### src/hw/rtl/fixed_slot_free_list_allocator_assert.svh
// Assertion macros for the slot allocator. The enclosing module provides clk and rst_n.
`ifndef FIXED_SLOT_FREE_LIST_ALLOCATOR_ASSERT_SVH
`define FIXED_SLOT_FREE_LIST_ALLOCATOR_ASSERT_SVH

// Checked at every clock edge outside reset.
`define FSFLA_ASSERT(lbl, prop, msg) \
  lbl: assert property (@(posedge clk) disable iff (!rst_n) prop) else $error(msg);

// Checked at every clock edge, reset included.
`define FSFLA_ASSERT_ALWAYS(lbl, prop, msg) \
  lbl: assert property (@(posedge clk) prop) else $error(msg);

`endif

### src/hw/rtl/fsfla_ram.sv
`default_nettype none

module fsfla_ram #(
  parameter int WIDTH = 8,
  parameter int DEPTH = 16
) (
  input  wire logic                     clk,
  input  wire logic                     we,
  input  wire logic [$clog2(DEPTH)-1:0] waddr,
  input  wire logic [WIDTH-1:0]         wdata,
  input  wire logic                     re,
  input  wire logic [$clog2(DEPTH)-1:0] raddr,
  output logic      [WIDTH-1:0]         rdata
);

  logic [WIDTH-1:0] mem [DEPTH];

  always_ff @(posedge clk) begin
    if (we) begin
      mem[waddr] <= wdata;
    end
    if (re) begin
      rdata <= mem[raddr];
    end
  end

endmodule

`default_nettype wire

### config.mk
export PLATFORM = sky130hd
export DESIGN_NAME = fsfla_ram
export DESIGN_NICKNAME = d
export VERILOG_FILES = /design/src/hw/rtl/fixed_slot_free_list_allocator_assert.svh /design/src/hw/rtl/fsfla_ram.sv
export SDC_FILE = /design/constraint.sdc
export NUM_CORES = 1
export LEC_CHECK = 0
export BUFFER_PORTS_ARGS = -buffer_cell sky130_fd_sc_hd__buf_2
export CORE_ASPECT_RATIO = 2
export CORE_MARGIN = 1
export CORE_UTILIZATION = 40
export DETAILED_ROUTE_END_ITERATION = 12
export PLACE_DENSITY = 0.65
export SLEW_MARGIN = 20
export SYNTH_ARGS = -nofsm -noshare
export SYNTH_HDL_FRONTEND = slang
export SYNTH_SLANG_ARGS = --single-unit
### constraint.sdc
create_clock -name clk -period 4.7 [get_ports clk]
set_input_delay 0.47 -clock clk [delete_from_list [all_inputs] [get_ports clk]]
set_output_delay 0.47 -clock clk [all_outputs]
set_load 0.05 [all_outputs]
Word-level counts from Yosys, hierarchy flattened
Memories as Yosys holds them, arrays and structs flattened. A register that Yosys moved wholly into a read port is not among the register bits.
Cells that the tools add are included.
W data, S select, Z words.
{ "totals": {"register_bits": 0, "ram_bits": 128, "in_bits": 19, "output_inout_bits": 8, "word_cells": 3, "mem_count": 1} }
{ "memory_table": {"columns": ["name", "depth", "width", "rd", "rd_ports_with_merged_regs", "write_ports", "line_no", "rtl"], "rows": [
  ["mem", 16, 8, 1, 1, 1, "fsfla_ram.sv:16", "logic [WIDTH-1:0] mem [DEPTH];"]
]} }
{ "classes": {"muxes": 2} }
{ "op_table": {"columns": ["op", "n"], "rows": [
  ["$mux W1", 2]
]} }

Depth between registers and ports, before layout
Gate-level depths: netlist of the first run.
{ "depth": {"ltp_word": 2, "depth_mapped": 5, "mapped_depth_nobuf": 3} }

Worst setup path before layout of the first run
Ideal clock, no wire load.
{ "synth_timing": {"kind": "in2reg", "startpoint": "input waddr[2]", "endpoint": "memory mem[0][0] (enable)", "setup_time_ps": 383, "arrival_ps": 1580, "t_required_ps": 4317, "setup_slack_ps": 2737, "cell_stages": 2, "n_path_buf": 0, "cell_sequence": "or3b_2 nor3_1"} }
{ "synth_lines": {"columns": ["item", "line_no", "rtl"], "rows": [
  ["start: declaration", "fsfla_ram.sv:9", "input wire logic [$clog2(DEPTH)-1:0] waddr,"],
  ["end: declaration", "fsfla_ram.sv:16", null]
]} }
Straight into the memory's write port.

==> flow_summary.html, run 1 <==
<table>
<tr><th>Metric</th><th>Value</th></tr>
<tr><th colspan="2">Route</th></tr>
<tr><td>Drt via density</td><td>5.540</td></tr>
<tr><td>DRC violation count after routing</td><td>0</td></tr>
<tr><td>Wirelength per Cell</td><td>about 23 microns</td></tr>
<tr><td>Iter 0 DRT Violations</td><td>between 150 and 200</td></tr>
<tr><td>Final wirelength</td><td>9727 microns</td></tr>
<tr><td>Number of nets with antenna violations after routing</td><td>0</td></tr>
<tr><td>Number of search-and-repair iterations in the first detailed-routing pass</td><td>4</td></tr>
<tr><td>Vias after detailed routing</td><td>2382</td></tr>
<tr><th colspan="2">Logic synthesis</th></tr>
<tr><td>Mean area per synthesized cell</td><td>22.83 sq um</td></tr>
<tr><td>Flip-flop and latch count after synthesis</td><td>136</td></tr>
<tr><td>Cell Area, Synth</td><td>~5200 sq um</td></tr>
<tr><td>Post-synth cell types</td><td>18</td></tr>
<tr><td>Adder and majority cell fraction of the synthesized area</td><td>0</td></tr>
<tr><td>Yosys Warn Count</td><td>0</td></tr>
<tr><td>Largest family of logic cells by synthesized area</td><td>multiplexers</td></tr>
<tr><td>Compound-Gate Fraction of Synth Area</td><td>0.02298</td></tr>
<tr><td>Fraction of the yosys area taken by sequential cells</td><td>0.7812</td></tr>
<tr><td>Gate count of the mapped netlist</td><td>around 230</td></tr>
<tr><td>Ranking of synthesized cells by area</td><td>edfxtp_1 (78%), mux4_2 (7.8%), mux4_1 (7.0%)</td></tr>
<tr><td>Multiplexer share of the synthesized area</td><td>0.1479</td></tr>
<tr><td>Most area-hungry cell type in the Yosys netlist</td><td>edfxtp_1</td></tr>
<tr><td>Area share of the leading cell type in the synthesized netlist</td><td>0.7812</td></tr>
<tr><td>Post-synthesis net count</td><td>between 200 and 250</td></tr>
<tr><td>Synth Area in Simple Gates</td><td>0.03135</td></tr>
<tr><td>Fraction of synthesized cell area in xor and xnor cells</td><td>0</td></tr>
<tr><th colspan="2">STA</th></tr>
<tr><td>Unrepaired setup endpoints after global routing</td><td>no</td></tr>
<tr><td>Total negative slack for setup checks</td><td>0 ps</td></tr>
<tr><td>Slew Viols, Final</td><td>0</td></tr>
<tr><td>Part of the cycle the worst path needs</td><td>0.4103</td></tr>
<tr><td>Hold slack</td><td>416.3 ps</td></tr>
<tr><td>Maximum clock skew at final layout</td><td>roughly 5.0 ps</td></tr>
<tr><td>Tightest slew margin relative to the limit</td><td>0.2446</td></tr>
<tr><td>FMAX</td><td>between 500 and 600 MHz</td></tr>
<tr><td>Final number of hold-violating endpoints</td><td>0</td></tr>
<tr><td>Transition time at the pin with the least slew margin</td><td>roughly 1100 ps</td></tr>
<tr><td>Setup Viol. Count Final</td><td>0</td></tr>
<tr><td>Min cycle time layout</td><td>approximately 1900 ps</td></tr>
<tr><th colspan="2">Placed design</th></tr>
<tr><td># placed instances</td><td>397</td></tr>
<tr><td>Placer Congestion</td><td>0.6902</td></tr>
<tr><td>Post-DP Area</td><td>5484 sq um</td></tr>
<tr><td>Detailed placement HPWL</td><td>~6400 microns</td></tr>
<tr><td>I/O Buffers</td><td>26</td></tr>
<tr><th colspan="2">Final layout</th></tr>
<tr><td>Synth-to-layout area growth</td><td>16.61%</td></tr>
<tr><td>Final Non-Filler Cells</td><td>430</td></tr>
<tr><td>Final Net Count</td><td>286</td></tr>
<tr><td>Commonest non-fill, non-tap cell in the layout</td><td>edfxtp_1</td></tr>
<tr><td>Post-layout util</td><td>0.4828</td></tr>
<tr><td>Fill cell count</td><td>1058</td></tr>
<tr><td>Count of antenna diodes in the layout</td><td>0</td></tr>
<tr><td>Summed area of non-filler cells in the final layout</td><td>6096 sq um</td></tr>
<tr><td>Commonest cells after routing, fill and taps aside</td><td>edfxtp_1 (136), buf_2 (26), mux4_2 (18), clkbuf_16 (17), a22oi_1 (16)</td></tr>
<tr><td>Layout cell share with drive strength beyond 1</td><td>0.2929</td></tr>
<tr><th colspan="2">Pwr</th></tr>
<tr><td>Maximum ir drop on the vdd rail</td><td>270.4 uV</td></tr>
<tr><td>Flop pwr share</td><td>0.487</td></tr>
<tr><td>Total power per unit cell area</td><td>462.7 nW/um^2</td></tr>
<tr><td>Gate power share</td><td>0.049</td></tr>
<tr><td>Net switching fraction of the power</td><td>0.2178</td></tr>
<tr><td>Net switching power</td><td>614.3 uW</td></tr>
<tr><td>Leak</td><td>0.002013 uW</td></tr>
<tr><td>Clk network pwr share</td><td>0.465</td></tr>
<tr><td>Cell internal pwr</td><td>2206 uW</td></tr>
<tr><th colspan="2">Clock tree</th></tr>
<tr><td>Number of buffers added by the clock tree synthesis step</td><td>17</td></tr>
<tr><td>Clock-pin slew on the worst setup and hold paths</td><td>60 ps</td></tr>
<tr><td>Number of H-tree levels</td><td>4</td></tr>
<tr><td>CTS Root Cell</td><td>clkbuf_16</td></tr>
<tr><td>Postcts setup bufs</td><td>0</td></tr>
<tr><td>Maximum buffer depth of the clock tree</td><td>2</td></tr>
<tr><td>Worst-Skew Late Latency</td><td>410 ps</td></tr>
<tr><td>Clk sink count</td><td>approximately 140</td></tr>
<tr><td>Clock tree from TritonCTS</td><td>done</td></tr>
<tr><td>Number of cells upsized or downsized after cts</td><td>0</td></tr>
<tr><td>CTS Hold Buffers Added</td><td>0</td></tr>
<tr><th colspan="2">Die</th></tr>
<tr><td>Die width</td><td>82.84 microns</td></tr>
<tr><td>Floorplan Core Area</td><td>about 13000 sq um</td></tr>
<tr><td>Die Y-Extent</td><td>163.7 microns</td></tr>
<tr><td>Initial standard-cell utilization of the core</td><td>0.4140</td></tr>
<tr><td>Count of pins on the block boundary</td><td>27</td></tr>
<tr><td>Die area</td><td>13560 sq um</td></tr>
<tr><td>Row cnt</td><td>between 50 and 60</td></tr>
<tr><th colspan="2">Worst setup path</th></tr>
<tr><td>Critical path start-end classification</td><td>in2reg</td></tr>
<tr><td>Buffering stage count on the worst path with inverters included</td><td>2</td></tr>
<tr><td>Required @ worst endpoint</td><td>4860 ps</td></tr>
<tr><td>Dominant delay contributor by cell family on the critical path</td><td>buffers and inverters</td></tr>
<tr><td>Delay of the slowest cell on the worst path</td><td>approximately 570 ps</td></tr>
<tr><td>Peak fanout along the critical path</td><td>18</td></tr>
<tr><td>Crit path capture type</td><td>register</td></tr>
<tr><td>Worst path arrival time</td><td>~2100 ps</td></tr>
<tr><td>Critical path, cell by cell</td><td>buf_2, buf_12, mux4_1, a22oi_1, nand2_1</td></tr>
<tr><td>Library cell contributing the largest single delay on the critical path</td><td>mux4_1</td></tr>
<tr><td>Setup crit start kind</td><td>primary input</td></tr>
<tr><th colspan="2">Global route</th></tr>
<tr><td>Largest net degree at the start of global routing</td><td>33</td></tr>
<tr><td>Wire length of the first global-routing pass</td><td>about 15000 microns</td></tr>
<tr><td>Gr usage total</td><td>0.1563</td></tr>
<tr><td>Overflow after GRT</td><td>0</td></tr>
<tr><td>Number of antenna violations at the first check in global routing</td><td>0</td></tr>
<tr><td>Via count of the first global-routing pass</td><td>2565</td></tr>
<tr><th colspan="2">Worst hold path</th></tr>
<tr><td>Classification of the worst-slack hold path</td><td>in2reg</td></tr>
<tr><th colspan="2">Outcome</th></tr>
<tr><td>Outcome</td><td>finished clean</td></tr>
<tr><th colspan="2">Job</th></tr>
<tr><td>Max capacitance violation total</td><td>0</td></tr>
</table>
area by class of cell:
cell class	instances	area, sq um	share of cell area
Sequential cell	136	4084	0.6700
Multi-Input combinational cell	83	1067	0.1751
Clock buffer	17	425.4	0.06979
Tap cell	150	187.7	0.03079
Clock inverter	15	166.4	0.02730
Timing Repair Buffer	29	165.2	0.02709
cell families after synthesis:
family | Yosys count
AND/OR/NAND/NOR | 35
multiplexers | 32
AO/OA/AOI/OAI | 16
buffers and inverters | 10
flip-flops | 136
stage by stage:
stage | worst slack, ps | power [uW]
after floorplan | 2737 | 1487
after global placement | 2092 | 1532
after detailed placement | 2066 | 1537
after CTS | 2503 | 2838
after global routing | 2693 | 2900
final | 2771 | 2820
routing by layer:
| metal | wire length (microns) | up-vias | track usage |
|---|---|---|---|
| li1 | - | 1061 | - |
| met1 | 3535 | 1234 | 0.1635 |
| met2 | 5572 | 71 | 0.2742 |
| met3 | 375 | 16 | 0.04093 |
| met4 | 243 | 0 | 0.1034 |
| met5 | 0 | - | 0 |
power groups by stage:
stage | clock network (uW) | logic [uW] | registers, uW
floorplan | 0 | 69.0 | 1420
global placement | 0 | 134 | 1400
detailed placement | 0 | 138 | 1400
CTS | 1330 | 139 | 1370
global route | 1380 | 147 | 1380
finish | 1310 | 137 | 1370
sequential cells by signal, summed over array words and instances (netlist names):
name   cells
mem      128
rdata      8
cells in the mapped netlist (all sizes together):
cell type      count
a22oi             16
and2b              1
nor2              13
mux4              32
clkdlybuf4s25      3
nand2              9
nand3b             2
nand3              1
buf                7
and2               1
or3b               1
edfxtp           136
nand2b             2
nor2b              1
nor3               4
worst paths after layout:
| check | from | end | slack, ps | depth (start not counted) |
|---|---|---|---|---|
| setup / recovery | raddr[0] | rdata[5]$_DFFE_PP_ | 2770 | 5 |
| hold / removal | re | rdata[4]$_DFFE_PP_ | 420 | 1 |
| setup reg to reg | mem[1][5]$_DFFE_PP_ | rdata[5]$_DFFE_PP_ | 3230 | 3 |
| hold reg to reg | mem[14][4]$_DFFE_PP_ | rdata[4]$_DFFE_PP_ | 740 | 3 |
Power figures use the tool's default switching activity.
==> inputs of run 2 (changes only) <==
Clock period 4.7 ns to 1.8 ns, I/O delays scaled along.
==> run 2 against run 1 <==
Sequential power increased to 2.6 times the previous value. Global-route usage increased by 0.51 points. Flip-flop and latch count unchanged. Critical path type is now reg2reg. Combinational power increased to 2.8 times the previous value. Critical path depth decreased by 2. Core utilization increased by 1.1 points. Count of clock-buffer cells in the layout unchanged. Cell count increased by 4.7%. Worst setup slack got worse by 2500 ps. Die area unchanged. Cell area increased by 2.3%.
==> flow_summary.html, run 2 (synthesis results as in run 1) <==
<table>
<tr><th>Metric</th><th>Value</th></tr>
<tr><th colspan="2">Global route</th></tr>
<tr><td>Overflow after GRT</td><td>0</td></tr>
<tr><td>Gr usage total</td><td>0.1614</td></tr>
<tr><td>Via count of the first global-routing pass</td><td>2662</td></tr>
<tr><td>Number of antenna violations at the first check in global routing</td><td>0</td></tr>
<tr><td>Wire length of the first global-routing pass</td><td>15320 microns</td></tr>
<tr><td>Largest net degree at the start of global routing</td><td>33</td></tr>
<tr><th colspan="2">Worst setup path</th></tr>
<tr><td>Critical path, cell by cell</td><td>mux4_1, a22oi_1, nand2_1</td></tr>
<tr><td>Worst r2r path cells</td><td>3</td></tr>
<tr><td>Delay of the slowest cell on the worst path</td><td>520 ps</td></tr>
<tr><td>Required @ worst endpoint</td><td>1950 ps</td></tr>
<tr><td>Dominant delay contributor by cell family on the critical path</td><td>multiplexers</td></tr>
<tr><td>Crit path capture type</td><td>register</td></tr>
<tr><td>Cell count along the critical path</td><td>3</td></tr>
<tr><td>Worst path arrival time</td><td>1650 ps</td></tr>
<tr><td>Flop-to-flop setup slack</td><td>between 200 and 300 ps</td></tr>
<tr><td>Critical path start-end classification</td><td>reg2reg</td></tr>
<tr><td>Setup crit start kind</td><td>register</td></tr>
<tr><td>Library cell contributing the largest single delay on the critical path</td><td>mux4_1</td></tr>
<tr><td>Peak fanout along the critical path</td><td>1</td></tr>
<tr><td>Buffering stage count on the worst path with inverters included</td><td>0</td></tr>
<tr><th colspan="2">Pwr</th></tr>
<tr><td>Leak</td><td>0.002113 uW</td></tr>
<tr><td>Total power per unit cell area</td><td>1168 nW/um^2</td></tr>
<tr><td>Maximum ir drop on the vdd rail</td><td>713.1 uV</td></tr>
<tr><th colspan="2">Route</th></tr>
<tr><td>Final wirelength</td><td>10030 microns</td></tr>
<tr><td>DRC violation count after routing</td><td>0</td></tr>
<tr><td>Drt via density</td><td>5.382</td></tr>
<tr><td>Vias after detailed routing</td><td>2422</td></tr>
<tr><td>Number of nets with antenna violations after routing</td><td>0</td></tr>
<tr><td>Iter 0 DRT Violations</td><td>186</td></tr>
<tr><td>Wirelength per Cell</td><td>22.29 microns</td></tr>
<tr><td>Number of search-and-repair iterations in the first detailed-routing pass</td><td>4</td></tr>
<tr><th colspan="2">Final layout</th></tr>
<tr><td>Largest registers</td><td>mem: 128 flops, rdata: 8 flops</td></tr>
<tr><td>Commonest non-fill, non-tap cell in the layout</td><td>edfxtp_1</td></tr>
<tr><td>Layout cell share with drive strength beyond 1</td><td>0.3300</td></tr>
<tr><td>Synth-to-layout area growth</td><td>19.27%</td></tr>
<tr><td>Commonest cells after routing, fill and taps aside</td><td>edfxtp_1 (136), buf_2 (26), buf_4 (21), mux4_2 (18), clkbuf_16 (17)</td></tr>
<tr><td>Max reg flops</td><td>128</td></tr>
<tr><td>Final Net Count</td><td>306</td></tr>
<tr><td>Count of antenna diodes in the layout</td><td>0</td></tr>
<tr><td>Register with the most flip-flops</td><td>mem</td></tr>
<tr><th colspan="2">Placed design</th></tr>
<tr><td>I/O Buffers</td><td>26</td></tr>
<tr><td>Detailed placement HPWL</td><td>6955 microns</td></tr>
<tr><td>Placer Congestion</td><td>0.7944</td></tr>
<tr><th colspan="2">STA</th></tr>
<tr><td>Hold slack</td><td>131.2 ps</td></tr>
<tr><td>Final number of hold-violating endpoints</td><td>0</td></tr>
<tr><td>Tightest slew margin relative to the limit</td><td>0.7512</td></tr>
<tr><td>Setup Viol. Count Final</td><td>0</td></tr>
<tr><td>FMAX</td><td>roughly 660 MHz</td></tr>
<tr><td>Transition time at the pin with the least slew margin</td><td>371.8 ps</td></tr>
<tr><td>Unrepaired setup endpoints after global routing</td><td>no</td></tr>
<tr><td>Min cycle time layout</td><td>~1500 ps</td></tr>
<tr><td>Total negative slack for setup checks</td><td>0 ps</td></tr>
<tr><td>Slew Viols, Final</td><td>0</td></tr>
<tr><td>Part of the cycle the worst path needs</td><td>0.8363</td></tr>
<tr><td>Maximum clock skew at final layout</td><td>10.32 ps</td></tr>
<tr><th colspan="2">Clock tree</th></tr>
<tr><td>Clock-pin slew on the worst setup and hold paths</td><td>60 ps</td></tr>
<tr><td>Worst-Skew Late Latency</td><td>410 ps</td></tr>
<tr><td>CTS Root Cell</td><td>clkbuf_16</td></tr>
<tr><td>Clock tree from TritonCTS</td><td>done</td></tr>
<tr><td>Number of H-tree levels</td><td>4</td></tr>
<tr><td>Clk sink count</td><td>around 140</td></tr>
<tr><td>Number of buffers added by the clock tree synthesis step</td><td>17</td></tr>
<tr><td>Number of cells upsized or downsized after cts</td><td>0</td></tr>
<tr><td>CTS Hold Buffers Added</td><td>0</td></tr>
<tr><td>Postcts setup bufs</td><td>0</td></tr>
<tr><td>Maximum buffer depth of the clock tree</td><td>2</td></tr>
<tr><th colspan="2">Die</th></tr>
<tr><td>Count of pins on the block boundary</td><td>27</td></tr>
<tr><td>Die Y-Extent</td><td>163.7 microns</td></tr>
<tr><td>Floorplan Core Area</td><td>12630 sq um</td></tr>
<tr><td>Initial standard-cell utilization of the core</td><td>0.4140</td></tr>
<tr><td>Row cnt</td><td>just under 60</td></tr>
<tr><td>Die width</td><td>82.84 microns</td></tr>
<tr><td>Die area</td><td>around 14000 sq um</td></tr>
<tr><th colspan="2">Worst hold path</th></tr>
<tr><td>Classification of the worst-slack hold path</td><td>in2reg</td></tr>
<tr><td>Hold Path Cell Cnt</td><td>1</td></tr>
<tr><th colspan="2">Job</th></tr>
<tr><td>Max capacitance violation total</td><td>0</td></tr>
<tr><th colspan="2">Outcome</th></tr>
<tr><td>Outcome</td><td>finished clean</td></tr>
</table>
[run 2: metal layers]
layer / global-route usage / vias to the layer above / wire length [microns]
met5: 0 / - / 0
met4: 0.09404 / 0 / 235
met3: 0.04649 / 14 / 353
met2: 0.3022 / 87 / 5954
met1: 0.1538 / 1225 / 3489
li1: - / 1096 / -
[run 2: where the power goes]
part | switching (uW) | internal (uW)
sequential | 17.2 | 3570
combinational | 233 | 145
clock | 1280 | 2040
total | 1530 | 5750
[run 2: stage by stage]
| step | cells | utilization | total power (uW) | cell area, sq um | worst slack, ps |
|---|---|---|---|---|---|
| floorplan | 229 | - | 3883 | 5228 | 127.1 |
| global placement | 418 | 0.4480 | 4028 | 5657 | 60.33 |
| detailed placement | 418 | 0.4480 | 4037 | 5657 | 51.71 |
| CTS | 450 | 0.4938 | 7339 | 6235 | 295.0 |
| global route | 450 | 0.4938 | 7479 | 6235 | 277.5 |
| finish | 450 | 0.4938 | 7279 | 6235 | 294.7 |
[run 2: worst paths after layout]
kind	from	end
max	mem[1][3]$_DFFE_PP_	rdata[3]$_DFFE_PP_
min	re	rdata[1]$_DFFE_PP_
max reg2reg	mem[1][3]$_DFFE_PP_	rdata[3]$_DFFE_PP_
min reg2reg	mem[8][5]$_DFFE_PP_	rdata[5]$_DFFE_PP_
[run 2: layout make-up]
type / count / area [sq um]
Multi-Input combinational cell: 83 / 1057
Clock buffer: 17 / 425.4
Fill cell: 1048 / 6392
Timing Repair Buffer: 49 / 327.8
Sequential cell: 136 / 4084
Tap cell: 150 / 187.7
Clock inverter: 15 / 152.6
==> inputs of run 3 (changes only) <==
Settings changed: PLACE_DENSITY 0.65 to 0.67.
Clock period 1.8 ns to 1.3 ns, I/O delays scaled along.
==> run 3 against run 2 <==
The run now ends with setup timing left. Die area unchanged. Cell count up 0.44%. Critical path type unchanged. Combinational power up 44%. Non-clock buffer count up 1. Power up 47%. Worst setup slack worse by 390 ps. Critical path depth unchanged. Register-to-register slack worse by 390 ps. Clock skew up 0.92 ps. Cell area up 1.4%. Clock power up 55%. Flip-flop and latch count unchanged.
==> flow_summary.html, run 3 (synthesis results as in run 1) <==
<table>
<tr><th>Metric</th><th>Value</th></tr>
<tr><th colspan="2">Job</th></tr>
<tr><td>Max capacitance violation total</td><td>0</td></tr>
<tr><th colspan="2">Die</th></tr>
<tr><td>Die width</td><td>82.84 microns</td></tr>
<tr><td>Initial standard-cell utilization of the core</td><td>0.4140</td></tr>
<tr><td>Die Y-Extent</td><td>~160 microns</td></tr>
<tr><td>Count of pins on the block boundary</td><td>27</td></tr>
<tr><td>Row cnt</td><td>58</td></tr>
<tr><td>Floorplan Core Area</td><td>around 13000 sq um</td></tr>
<tr><td>Die area</td><td>between 10000 and 15000 sq um</td></tr>
<tr><th colspan="2">Route</th></tr>
<tr><td>Wirelength per Cell</td><td>around 22 microns</td></tr>
<tr><td>Vias after detailed routing</td><td>~2500</td></tr>
<tr><td>Iter 0 DRT Violations</td><td>179</td></tr>
<tr><td>Number of nets with antenna violations after routing</td><td>0</td></tr>
<tr><td>DRC violation count after routing</td><td>0</td></tr>
<tr><td>Number of search-and-repair iterations in the first detailed-routing pass</td><td>4</td></tr>
<tr><td>Drt via density</td><td>5.447</td></tr>
<tr><td>Final wirelength</td><td>9853 microns</td></tr>
<tr><th colspan="2">STA</th></tr>
<tr><td>Transition time at the pin with the least slew margin</td><td>738.3 ps</td></tr>
<tr><td>Maximum clock skew at final layout</td><td>~11 ps</td></tr>
<tr><td>Tightest slew margin relative to the limit</td><td>0.5068</td></tr>
<tr><td>Hold slack</td><td>roughly 40 ps</td></tr>
<tr><td>Final number of hold-violating endpoints</td><td>0</td></tr>
<tr><td>Unrepaired setup endpoints after global routing</td><td>yes</td></tr>
<tr><td>PnR worst setup slack</td><td>-93.40 ps</td></tr>
<tr><td>Part of the cycle the worst path needs</td><td>1.072</td></tr>
<tr><td>Slew Viols, Final</td><td>0</td></tr>
<tr><td>Min cycle time layout</td><td>1393 ps</td></tr>
<tr><td>Setup Viol. Count Final</td><td>8</td></tr>
<tr><td>FMAX</td><td>717.7 MHz</td></tr>
<tr><th colspan="2">Clock tree</th></tr>
<tr><td>Number of H-tree levels</td><td>4</td></tr>
<tr><td>Maximum buffer depth of the clock tree</td><td>3</td></tr>
<tr><td>CTS Root Cell</td><td>clkbuf_16</td></tr>
<tr><td>Clock tree from TritonCTS</td><td>done</td></tr>
<tr><td>Clk sink count</td><td>about 140</td></tr>
<tr><td>Clock-pin slew on the worst setup and hold paths</td><td>50 ps</td></tr>
<tr><td>Number of buffers added by the clock tree synthesis step</td><td>25</td></tr>
<tr><td>CTS Hold Buffers Added</td><td>0</td></tr>
<tr><td>Worst-Skew Late Latency</td><td>460 ps</td></tr>
<tr><td>Postcts setup bufs</td><td>0</td></tr>
<tr><th colspan="2">Global route</th></tr>
<tr><td>Wire length of the first global-routing pass</td><td>15070 microns</td></tr>
<tr><td>Largest net degree at the start of global routing</td><td>21</td></tr>
<tr><td>Via count of the first global-routing pass</td><td>~2700</td></tr>
<tr><td>Most Crowded Layer GR</td><td>met2</td></tr>
<tr><td>Met2 Resource Use GR</td><td>0.2873</td></tr>
<tr><td>Global-route track usage on met1</td><td>0.1511</td></tr>
<tr><td>Gr usage total</td><td>0.1570</td></tr>
<tr><td>Overflow after GRT</td><td>0</td></tr>
<tr><td>Global routing met3 resource utilization</td><td>0.04245</td></tr>
<tr><td>Number of antenna violations at the first check in global routing</td><td>0</td></tr>
<tr><th colspan="2">Final layout</th></tr>
<tr><td>Summed area of non-filler cells in the final layout</td><td>around 6300 sq um</td></tr>
<tr><td>Layout cell share with drive strength beyond 1</td><td>0.3907</td></tr>
<tr><td>Commonest non-fill, non-tap cell in the layout</td><td>edfxtp_1</td></tr>
<tr><td>Count of antenna diodes in the layout</td><td>0</td></tr>
<tr><td>Commonest cells after routing, fill and taps aside</td><td>edfxtp_1 (136), mux4_2 (32), buf_2 (26), clkbuf_16 (25), buf_4 (21)</td></tr>
<tr><td>Max reg flops</td><td>128</td></tr>
<tr><td>Largest registers</td><td>mem: 128 flops, rdata: 8 flops</td></tr>
<tr><td>Final Non-Filler Cells</td><td>between 400 and 500</td></tr>
<tr><td>Register with the most flip-flops</td><td>mem</td></tr>
<tr><td>Synth-to-layout area growth</td><td>20.90%</td></tr>
<tr><td>Final Net Count</td><td>~320</td></tr>
<tr><th colspan="2">Worst setup path</th></tr>
<tr><td>Worst r2r path cells</td><td>3</td></tr>
<tr><td>Setup crit start kind</td><td>register</td></tr>
<tr><td>Library cell contributing the largest single delay on the critical path</td><td>mux4_2</td></tr>
<tr><td>Required @ worst endpoint</td><td>between 1500 and 2000 ps</td></tr>
<tr><td>Peak fanout along the critical path</td><td>1</td></tr>
<tr><td>Flop-to-flop setup slack</td><td>-90 ps</td></tr>
<tr><td>Critical path start-end classification</td><td>reg2reg</td></tr>
<tr><td>Worst R2R End</td><td>rdata[1]$_DFFE_PP_</td></tr>
<tr><td>Buffering stage count on the worst path with inverters included</td><td>0</td></tr>
<tr><td>Dominant delay contributor by cell family on the critical path</td><td>multiplexers</td></tr>
<tr><td>Critical path, cell by cell</td><td>mux4_2, a22oi_1, nand2_1</td></tr>
<tr><td>Worst path arrival time</td><td>1600 ps</td></tr>
<tr><td>Delay of the slowest cell on the worst path</td><td>480 ps</td></tr>
<tr><td>Worst R2R Start</td><td>mem[3][1]$_DFFE_PP_</td></tr>
<tr><td>Crit path capture type</td><td>register</td></tr>
<tr><th colspan="2">Worst hold path</th></tr>
<tr><td>Origin of the worst min-delay path</td><td>wdata[1]</td></tr>
<tr><td>Hold Path Cell Cnt</td><td>1</td></tr>
<tr><td>Classification of the worst-slack hold path</td><td>in2reg</td></tr>
<tr><td>Worst hold endpoint</td><td>mem[5][1]$_DFFE_PP_</td></tr>
<tr><th colspan="2">Pwr</th></tr>
<tr><td>Leak</td><td>0.002116 uW</td></tr>
<tr><td>Maximum ir drop on the vdd rail</td><td>slightly above 1000 uV</td></tr>
<tr><td>Total power per unit cell area</td><td>1690 nW/um^2</td></tr>
<tr><th colspan="2">Placed design</th></tr>
<tr><td>I/O Buffers</td><td>26</td></tr>
<tr><td>Worst setup slack after placement</td><td>-309.1 ps</td></tr>
<tr><td>Placer Congestion</td><td>0.7662</td></tr>
<tr><td>Detailed placement HPWL</td><td>about 6700 microns</td></tr>
<tr><td>Post-DP Area</td><td>about 5600 sq um</td></tr>
<tr><td># placed instances</td><td>between 400 and 500</td></tr>
<tr><th colspan="2">Outcome</th></tr>
<tr><td>Violated checks</td><td>setup timing</td></tr>
<tr><td>Outcome</td><td>complete, but fails checks</td></tr>
</table>
## run 3: cell types whose count changed in the layout (fill, tap and decap cells not counted), sizes merged
cell	delta
inv	-2
buf	+1
clkbuf	+10
clkinvlp	-2
clkinv	-3
bufinv	-2
## run 3: layer usage
metal,routed length [microns],part of all wire
met3,450,0.046
met5,0,0
met4,343,0.035
met1,3399,0.34
met2,5660,0.57
## run 3: through the flow
step	utilization	setup TNS (ps)	power, uW
finish	0.5005	-587.5	10680
detailed placement	0.4469	-5178	5600
floorplan	-	-3175	5400
CTS	0.5005	-624.3	10760
global placement	0.4469	-4858	5588
global route	0.5005	-886.2	10970
## run 3: timing repair
item / CTS / global route
pin swaps: 1 / 0
resized for setup: 4 / 0
setup endpoints to repair: 8 / 8
## run 3: area by class of cell
cell class	count	area [sq um]
Clock buffer	27	633.1
Multi-Input combinational cell	83	1035
Clock inverter	6	32.53
Tap cell	150	187.7
Fill cell	1040	6307
Timing Repair Buffer	50	347.8
Sequential cell	136	4084
## run 3: how the worst max path moves through the flow
stage                     cells past startpoint                  end                start
final                                         3   rdata[1]$_DFFE_PP_  mem[3][1]$_DFFE_PP_
after global routing                          3   rdata[2]$_DFFE_PP_  mem[0][2]$_DFFE_PP_
after CTS                                     3   rdata[2]$_DFFE_PP_  mem[3][2]$_DFFE_PP_
after detailed placement                      5   rdata[6]$_DFFE_PP_             raddr[0]
after global placement                        5   rdata[6]$_DFFE_PP_             raddr[0]
after floorplan                               2  mem[3][0]$_DFFE_PP_             waddr[2]
## run 3: power breakdown
part | internal (uW) | switching, uW
Combinational | 215 | 328
Clock | 3410 | 1750
Sequential | 4950 | 24.1
Total | 8580 | 2100
